`src/rtl/abcrv_pkg.sv`:
```
// ----------------------------------------------------------------------------
// abcrv_pkg: shared types and constants of the A/B config record validator
// Transaction structs, record layout lookup, check limits and result codes.
// ----------------------------------------------------------------------------
package abcrv_pkg;

  // Record layout and check limits
  localparam logic [5:0]  RecBytes   = 6'd46;
  localparam logic [5:0]  IdxMax     = 6'd63;
  localparam logic [31:0] RecMagic   = 32'h4E43_4647;
  localparam logic [15:0] RecSchema  = 16'd1;
  localparam logic [15:0] RecLength  = 16'd46;
  localparam logic [31:0] HashBasis  = 32'd2166136261;
  localparam logic [31:0] HashPrime  = 32'd16777619;
  localparam logic [31:0] TimeLow    = 32'd1704067200;
  localparam logic [31:0] TimeHigh   = 32'd2145916800;
  localparam logic [15:0] SyncMax    = 16'(24 * 60);
  localparam logic [7:0]  StateMax   = 8'd2;
  localparam logic [5:0]  SumFirst   = 6'd12;
  localparam logic [5:0]  SumLast    = 6'd15;

  // Failure reasons
  localparam logic [3:0] FailNone     = 4'd0;
  localparam logic [3:0] FailSize     = 4'd1;
  localparam logic [3:0] FailMagic    = 4'd2;
  localparam logic [3:0] FailSchema   = 4'd3;
  localparam logic [3:0] FailLength   = 4'd4;
  localparam logic [3:0] FailState    = 4'd5;
  localparam logic [3:0] FailWake     = 4'd6;
  localparam logic [3:0] FailSync     = 4'd7;
  localparam logic [3:0] FailPhase    = 4'd8;
  localparam logic [3:0] FailLastSync = 4'd9;
  localparam logic [3:0] FailChecksum = 4'd10;

  // Load status codes
  localparam logic [1:0] LoadPrimary   = 2'd0;
  localparam logic [1:0] LoadSecondary = 2'd1;
  localparam logic [1:0] LoadNone      = 2'd2;
  localparam logic [1:0] LoadNotFinal  = 2'd3;

  typedef enum logic [3:0] {
    FLD_NONE,
    FLD_MAGIC,
    FLD_SCHEMA,
    FLD_LENGTH,
    FLD_GEN,
    FLD_SUM,
    FLD_STATE,
    FLD_WAKE,
    FLD_SYNC,
    FLD_PHASE,
    FLD_LAST
  } fld_kind_e;

  typedef struct packed {
    fld_kind_e  kind;
    logic [1:0] k;     // byte position inside the field
    logic       tail;  // final byte of the field
  } fld_info_t;

  typedef struct packed {
    logic [7:0] data_byte;
    logic       slot_is_b;
    logic       last_byte;
    logic       slot_absent;
  } in_item_t;

  typedef struct packed {
    logic        out_slot_is_b;
    logic        record_valid;
    logic [3:0]  fail_reason;
    logic [31:0] record_generation;
    logic        choose_b;
    logic [1:0]  load_status;
  } out_item_t;

  // Map a byte index onto the checked field that contains it
  function automatic fld_info_t field_lookup(logic [5:0] idx);
    fld_info_t  info;
    logic [5:0] start;
    logic [2:0] len;
    info.kind = FLD_NONE;
    start     = '0;
    len       = 3'd1;
    priority if (idx < 6'd4) begin
      info.kind = FLD_MAGIC;  start = 6'd0;  len = 3'd4;
    end else if (idx < 6'd6) begin
      info.kind = FLD_SCHEMA; start = 6'd4;  len = 3'd2;
    end else if (idx < 6'd8) begin
      info.kind = FLD_LENGTH; start = 6'd6;  len = 3'd2;
    end else if (idx < 6'd12) begin
      info.kind = FLD_GEN;    start = 6'd8;  len = 3'd4;
    end else if (idx < 6'd16) begin
      info.kind = FLD_SUM;    start = 6'd12; len = 3'd4;
    end else if (idx == 6'd22) begin
      info.kind = FLD_STATE;  start = 6'd22; len = 3'd1;
    end else if (idx == 6'd27) begin
      info.kind = FLD_WAKE;   start = 6'd27; len = 3'd1;
    end else if (idx >= 6'd28 && idx < 6'd30) begin
      info.kind = FLD_SYNC;   start = 6'd28; len = 3'd2;
    end else if (idx >= 6'd30 && idx < 6'd34) begin
      info.kind = FLD_PHASE;  start = 6'd30; len = 3'd4;
    end else if (idx >= 6'd34 && idx < 6'd38) begin
      info.kind = FLD_LAST;   start = 6'd34; len = 3'd4;
    end
    info.k    = 2'(idx - start);
    info.tail = (idx == 6'(start + 6'(len) - 6'd1));
    return info;
  endfunction

  function automatic logic time_ok(logic [31:0] v);
    return (v == '0) || (v >= TimeLow && v <= TimeHigh);
  endfunction

  function automatic logic wake_ok(logic [7:0] v);
    return (v == 8'd0) || (v == 8'd1) || (v == 8'd5) || (v == 8'd10) ||
           (v == 8'd20) || (v == 8'd30) || (v == 8'd60);
  endfunction

endpackage

```
`src/rtl/ab_config_record_validator.sv`:
```
// ----------------------------------------------------------------------------
// ab_config_record_validator: A/B configuration record validator
// Streams slot A then slot B record bytes, hashes and checks each record,
// reports a verdict per slot and the A/B selection after slot B.
// ----------------------------------------------------------------------------
// Path: the transaction that ends a slot is taken into the input register;
//   its verdict is then registered in the result register for the output.
// Throughput: one byte per cycle unless the output stalls a verdict; the hash
//   constant-prime multiply and checks fit between input and result registers.
// Reset: clears the record counter, hash (to the FNV basis), captures and
//   the slot A verdict; both channels come up empty.
module ab_config_record_validator (
  input  logic                 clk_i,
  input  logic                 rst_ni,
  input  logic                 in_valid_i,
  output logic                 in_stall_o,
  input  abcrv_pkg::in_item_t  in_data_i,
  output logic                 out_valid_o,
  input  logic                 out_stall_i,
  output abcrv_pkg::out_item_t out_data_o
);
  import abcrv_pkg::*;

  // Input register
  logic      in_valid_q, in_valid_d;
  in_item_t  in_item_q;

  // Record state
  logic [5:0]  idx_q, idx_d;
  logic [31:0] hash_q, hash_d;
  logic [31:0] shift_q, shift_d;
  logic [3:0]  fail_q, fail_d;
  logic [31:0] gen_q, gen_d;
  logic [31:0] sum_q, sum_d;
  logic        a_valid_q, a_valid_d;
  logic [31:0] a_gen_q, a_gen_d;

  // Result register
  logic      out_valid_q, out_valid_d;
  out_item_t out_item_q, out_item_d;

  // Datapath
  logic        produces, out_free, advance, load_in;
  fld_info_t   fld;
  logic [7:0]  hb;
  logic [31:0] hash_x, hash_mul, acc;
  logic [5:0]  idx_n;
  logic [31:0] hash_n, shift_n, gen_n, sum_n;
  logic [3:0]  fail_n, reason;
  logic        valid, choose, newer;
  logic [31:0] gen_out, gen_diff;
  logic [1:0]  status;

  // Handshake
  assign produces   = in_item_q.slot_absent | in_item_q.last_byte;
  assign out_free   = !out_valid_q || !out_stall_i;
  assign advance    = in_valid_q && (!produces || out_free);
  assign load_in    = !in_valid_q || advance;
  assign in_stall_o = !load_in;
  assign in_valid_d = load_in ? in_valid_i : in_valid_q;

  // Hash step, checksum bytes taken as zero
  assign fld      = field_lookup(idx_q);
  assign hb       = (idx_q >= SumFirst && idx_q <= SumLast) ? 8'd0 : in_item_q.data_byte;
  assign hash_x   = hash_q ^ {24'd0, hb};
  assign hash_mul = hash_x * HashPrime;
  assign acc      = ((fld.k == 2'd0) ? 32'd0 : shift_q) |
                    ({24'd0, in_item_q.data_byte} << {fld.k, 3'b000});

  // Byte intake: capture fields and record the first failing check
  always_comb begin
    idx_n   = idx_q;
    hash_n  = hash_q;
    shift_n = shift_q;
    fail_n  = fail_q;
    gen_n   = gen_q;
    sum_n   = sum_q;
    if (!in_item_q.slot_absent) begin
      idx_n = (idx_q < IdxMax) ? idx_q + 6'd1 : IdxMax;
      if (idx_q < RecBytes) begin
        hash_n = hash_mul;
        if (fld.kind != FLD_NONE) begin
          shift_n = acc;
        end
        if (fld.tail) begin
          unique case (fld.kind)
            FLD_MAGIC:  if (acc != RecMagic && fail_q == FailNone) fail_n = FailMagic;
            FLD_SCHEMA: if (acc[15:0] != RecSchema && fail_q == FailNone) fail_n = FailSchema;
            FLD_LENGTH: if (acc[15:0] != RecLength && fail_q == FailNone) fail_n = FailLength;
            FLD_GEN:    gen_n = acc;
            FLD_SUM:    sum_n = acc;
            FLD_STATE:  if (acc[7:0] > StateMax && fail_q == FailNone) fail_n = FailState;
            FLD_WAKE:   if (!wake_ok(acc[7:0]) && fail_q == FailNone) fail_n = FailWake;
            FLD_SYNC:   if (acc[15:0] > SyncMax && fail_q == FailNone) fail_n = FailSync;
            FLD_PHASE:  if (!time_ok(acc) && fail_q == FailNone) fail_n = FailPhase;
            FLD_LAST:   if (!time_ok(acc) && fail_q == FailNone) fail_n = FailLastSync;
            default:    ;
          endcase
        end
      end
    end
  end

  // Verdict and A/B choice
  assign gen_diff = gen_out - a_gen_q;
  assign newer    = (gen_diff != 32'd0) && !gen_diff[31];

  always_comb begin
    priority if (in_item_q.slot_absent || idx_n != RecBytes) begin
      reason = FailSize;
    end else if (fail_n != FailNone) begin
      reason = fail_n;
    end else if (hash_n != sum_n) begin
      reason = FailChecksum;
    end else begin
      reason = FailNone;
    end
    valid   = (reason == FailNone);
    gen_out = in_item_q.slot_absent ? 32'd0 : gen_n;
    choose  = 1'b0;
    status  = LoadNotFinal;
    if (in_item_q.slot_is_b) begin
      if (!valid && !a_valid_q) begin
        status = LoadNone;
      end else begin
        choose = valid && (!a_valid_q || newer);
        status = choose ? LoadSecondary : LoadPrimary;
      end
    end
  end

  // Next state: per-record state returns to reset after each verdict
  always_comb begin
    idx_d       = idx_q;
    hash_d      = hash_q;
    shift_d     = shift_q;
    fail_d      = fail_q;
    gen_d       = gen_q;
    sum_d       = sum_q;
    a_valid_d   = a_valid_q;
    a_gen_d     = a_gen_q;
    out_valid_d = out_valid_q && out_stall_i;
    out_item_d  = out_item_q;
    if (advance) begin
      if (produces) begin
        idx_d   = '0;
        hash_d  = HashBasis;
        shift_d = '0;
        fail_d  = FailNone;
        gen_d   = '0;
        sum_d   = '0;
        if (in_item_q.slot_is_b) begin
          a_valid_d = 1'b0;
          a_gen_d   = '0;
        end else begin
          a_valid_d = valid;
          a_gen_d   = gen_out;
        end
        out_valid_d                  = 1'b1;
        out_item_d.out_slot_is_b     = in_item_q.slot_is_b;
        out_item_d.record_valid      = valid;
        out_item_d.fail_reason       = reason;
        out_item_d.record_generation = gen_out;
        out_item_d.choose_b          = choose;
        out_item_d.load_status       = status;
      end else begin
        idx_d   = idx_n;
        hash_d  = hash_n;
        shift_d = shift_n;
        fail_d  = fail_n;
        gen_d   = gen_n;
        sum_d   = sum_n;
      end
    end
  end

  // Control and record state registers
  always_ff @(posedge clk_i or negedge rst_ni) begin
    if (!rst_ni) begin
      in_valid_q  <= 1'b0;
      out_valid_q <= 1'b0;
      idx_q       <= '0;
      hash_q      <= HashBasis;
      shift_q     <= '0;
      fail_q      <= FailNone;
      gen_q       <= '0;
      sum_q       <= '0;
      a_valid_q   <= 1'b0;
      a_gen_q     <= '0;
    end else begin
      in_valid_q  <= in_valid_d;
      out_valid_q <= out_valid_d;
      idx_q       <= idx_d;
      hash_q      <= hash_d;
      shift_q     <= shift_d;
      fail_q      <= fail_d;
      gen_q       <= gen_d;
      sum_q       <= sum_d;
      a_valid_q   <= a_valid_d;
      a_gen_q     <= a_gen_d;
    end
  end

  // Payload registers
  always_ff @(posedge clk_i) begin
    if (load_in) begin
      in_item_q <= in_data_i;
    end
    out_item_q <= out_item_d;
  end

  assign out_valid_o = out_valid_q;
  assign out_data_o  = out_item_q;

endmodule
```
`config.mk`:
```
export PLATFORM = sky130hd
export DESIGN_NAME = ab_config_record_validator
export DESIGN_NICKNAME = d
export VERILOG_FILES = /design/src/rtl/abcrv_pkg.sv /design/src/rtl/ab_config_record_validator.sv
export SDC_FILE = /design/constraint.sdc
export NUM_CORES = 1
export LEC_CHECK = 0
export ABC_AREA = 1
export BUFFER_PORTS_ARGS = -buffer_cell sky130_fd_sc_hd__buf_2
export CORE_MARGIN = 2
export CORE_UTILIZATION = 45
export CTS_BUF_LIST = sky130_fd_sc_hd__clkbuf_8
export CTS_CLUSTER_DIAMETER = 40
export DETAILED_ROUTE_END_ITERATION = 10
export GPL_ROUTABILITY_DRIVEN = 0
export PLACE_DENSITY = 0.67
export SLEW_MARGIN = 25
export SYNTH_ARGS = -nofsm -noshare
export SYNTH_HDL_FRONTEND = slang
export SYNTH_SLANG_ARGS = --single-unit
export TNS_END_PERCENT = 5
```
`constraint.sdc`:
```
create_clock -name clk_i -period 8.9 [get_ports clk_i]
set_input_delay 1.78 -clock clk_i [delete_from_list [all_inputs] [get_ports clk_i]]
set_output_delay 1.78 -clock clk_i [all_outputs]
set_load 0.02 [all_outputs]
```
==> impl_metrics.py <==
metrics = {
    "timing": {
        "finalHoldViolations": 0,
        "rsz0062_at_grt": "false",
        "fin_setup_tns_ns": 0,
        "worst_slew_pin_slew_ns": 0.913,
        "finalSetupViolations": 0,
        "slew_headroom_pct": 38.6,
        "period_share_pct": 93.1,
        "period_needed_ns": 8.28,
        "finClkSkew_ns": 0.0175,
        "maxSlewViolCount": 0,
        "max_freq_mhz": 121,
    },
    "global_routing": {
        "grt_pass1_vias": 18312,
        "grt_max_degree": 106,
        "grt_pass1_wl_um": 96400,
        "grtUsageTotal_pct": 25.4,
        "antenna_found_initial": 0,
        "grt-ovfl-total": 0,
    },
    "worst_setup_path": {
        "cp_top_family": "adder cells",
        "worstSetupPathType": "reg -> reg",
        "slowest_delay_ns": 0.64,
        "cp.required_ns": 9.22,
        "crit_buf_inv": 3,
        "crit_arrival_ns": 8.61,
        "start_kind": "register",
        "critPathCaptureType": "register",
        "cp_slowest_cell": "nor2_1",
        "cp_max_fo": 10,
    },
    "drt": {
        "avgViaCountPerCell": 5.43,
        "route.detailed.drc": 0,
        "postRouteAntennaNets": 0,
        "num_vias": 18781,
        "drtPass1Iterations": 6,
        "drt-total-wl_um": 59600,
        "wl_per_cell_um": 17.2,
        "first_iter_violations": 1830,
    },
    "synthesis": {
        "yosys_register_bits": 225,
        "synth_compound_area_share_pct": 11.4,
        "synth.area.mux_share_pct": 0,
        "yosys_warnings": 0,
        "yosys.area_share.simple_pct": 24.9,
        "netlist.top_cell.by_area": "dfrtp_1",
        "syn-num-nets": 3076,
        "synth-edff-count": 52,
        "synth_cells": 2770,
        "syn_area_mm2": 0.0206,
        "syn_area_per_cell_um2": 7.44,
        "yosysTopAreaCellShare_pct": 19.3,
        "async_reset_ff_share_pct": 76.9,
        "ys.flop_type": "dfrtp_1",
        "synth_area_leaders": "dfrtp_1, ha_1, nand2_1",
        "netlist-cell-type-count": 59,
        "synth_top_family_by_area": "simple AND/OR/NAND/NOR gates",
        "synth_xor_xnor_area_share_pct": 3.70,
        "synth.yosys.seq_area_share_pct": 28.7,
        "synthAdderAreaFrac_pct": 20.4,
    },
    "die": {
        "rows": 78,
        "die_x_um": 218,
        "die_h_um": 218,
        "core_mm2": 0.0453,
        "design.die.area_mm2": 0.0475,
        "io_pins": 58,
        "start_util_pct": 45.5,
    },
    "cts": {
        "cts.path.max_buffers": 3,
        "worstSkewPairLatency_ns": 0.56,
        "cts_setup_buffers": 0,
        "clkTransAtPathRegs_ns": 0.06,
        "cts_tree": "yes",
        "postCtsHoldBufs": 0,
        "numCtsBuffers": 42,
        "clock-sinks": 225,
        "cts_root_buf": "clkbuf_8",
        "cts_resized": 0,
        "cts_max_level": 2,
    },
    "run": {
        "max_cap_viol_count": 0,
    },
    "status": {
        "outcome": "finished clean",
    },
    "finish": {
        "nets": 3131,
        "fillers": 4436,
        "drive_above_1_share_pct": 10.1,
        "area_growth_pct": 8.46,
        "antenna_cells": 0,
    },
    "place": {
        "post-dp-hpwl_um": 46400,
        "port_buffers": 57,
    },
    "min_path": {
        "hold_class": "reg -> reg",
    },
}
[layout by cell type (no fill, tap or decap), drive strengths merged, types with 2 or more instances in the layout]
| cell | instances |
|---|---|
| nand2 | 680 |
| inv | 531 |
| nor2 | 245 |
| o21ai | 223 |
| ha | 216 |
| dfrtp | 159 |
| nand3 | 133 |
| a21oi | 82 |
| buf | 79 |
| o22ai | 76 |
| fa | 75 |
| edfxtp | 52 |
| xor2 | 50 |
| clkbuf | 49 |
| nand4 | 48 |
| xnor2 | 37 |
| nor3 | 27 |
| o21bai | 15 |
| dfstp | 14 |
| clkinv | 10 |
| nand3b | 8 |
| a31oi | 6 |
| and2 | 5 |
| nor4 | 4 |
| and3 | 4 |
| or2 | 4 |
| o211ai | 4 |
| clkinvlp | 4 |
| a211oi | 3 |
| a21boi | 3 |
| a21o | 2 |
| a22oi | 2 |
| nor3b | 2 |
[sequential cells by signal (all words and copies together), names as in the netlist, 4 cells and up]
register / count
in_item_q: 11
fail_q: 4
gen_q: 32
hash_q: 32
idx_q: 6
out_data_o: 41
shift_q: 32
a_gen_q: 32
sum_q: 32
[layer usage]
layer,wire [um],global-route usage (%),up-vias
met5,0,0,-
met4,1710,7.82,0
met3,4600,3.61,104
met2,27100,41.1,766
met1,26200,35.0,8896
li1,-,-,9015
[worst reg2reg max path, delay by kind of cell (launching register included)]
| family | cells | cell delay (ns) |
|---|---|---|
| adder cells (fa/ha/maj) | 8 | 3.05 |
| AND/OR/NAND/NOR | 14 | 2.48 |
| AO/OA/AOI/OAI | 4 | 0.99 |
| XOR/XNOR | 2 | 0.81 |
| flip-flops | 1 | 0.58 |
| buffers and inverters | 3 | 0.12 |
[cells in the mapped netlist, types with 31 or more instances]
cell	instances
a21oi_1	80
dfrtp_1	159
nand2_2	31
nand2_1	645
xor2_1	50
nand4_1	42
edfxtp_1	52
clkbuf_1	46
o21ai_0	200
o22ai_1	76
fa_1	75
nand3_1	117
nor2_1	217
ha_1	216
inv_1	489
xnor2_1	37
[final cells by class]
type,count,area [um2],share of cell area (%)
clock inverter,30,155,0.694
multi-input combinational,1961,12500,55.7
clock buffer,48,661,2.96
inverter,515,1930,8.65
timing repair buffer,80,487,2.18
sequential,225,5910,26.4
tap,600,751,3.36
[final timing paths]
| path | start | endpoint | slack, ns | cells past startpoint |
|---|---|---|---|---|
| worst max-delay path | idx_q[3]$_DFFE_PN0P_ | out_data_o[1]$_SDFFCE_PP1P_ | 0.62 | 31 |
| worst min-delay path | gen_q[26]$_DFFE_PN0P_ | gen_q[26]$_DFFE_PN0P_ | 0.48 | 2 |
| worst max register to register | idx_q[3]$_DFFE_PN0P_ | out_data_o[1]$_SDFFCE_PP1P_ | 0.62 | 31 |
| worst min register to register | gen_q[26]$_DFFE_PN0P_ | gen_q[26]$_DFFE_PN0P_ | 0.48 | 2 |
| max in group asynchronous | rst_ni | a_gen_q[23]$_DFFE_PN0P_ | 6.46 | 3 |
| min in group asynchronous | rst_ni | sum_q[17]$_DFFE_PN0P_ | 1.32 | 1 |
[through the flow]
step / setup WS (ns) / util [%] / instance area [um2] / hold slack, ns / std cells
global route: 0.122 / 49.4 / 22400 / 0.506 / 3459
finish: 0.617 / 49.4 / 22400 / 0.479 / 3459
detailed placement: 0.788 / 47.5 / 21500 / 0.469 / 3380
floorplan: 1.93 / - / 20600 / 0.448 / 2770
global placement: 0.935 / 47.5 / 21500 / 0.462 / 3380
CTS: 0.768 / 49.3 / 22300 / 0.483 / 3458
[logic make-up after synthesis]
family,after synthesis
buf+inv,584
simple gates,1162
flops,225
compound gates,421
xor+xnor,87
fa+ha+maj,291
Power is not shown: default switching activity piles up to over one toggle a cycle in this logic, so the estimate is an artifact.
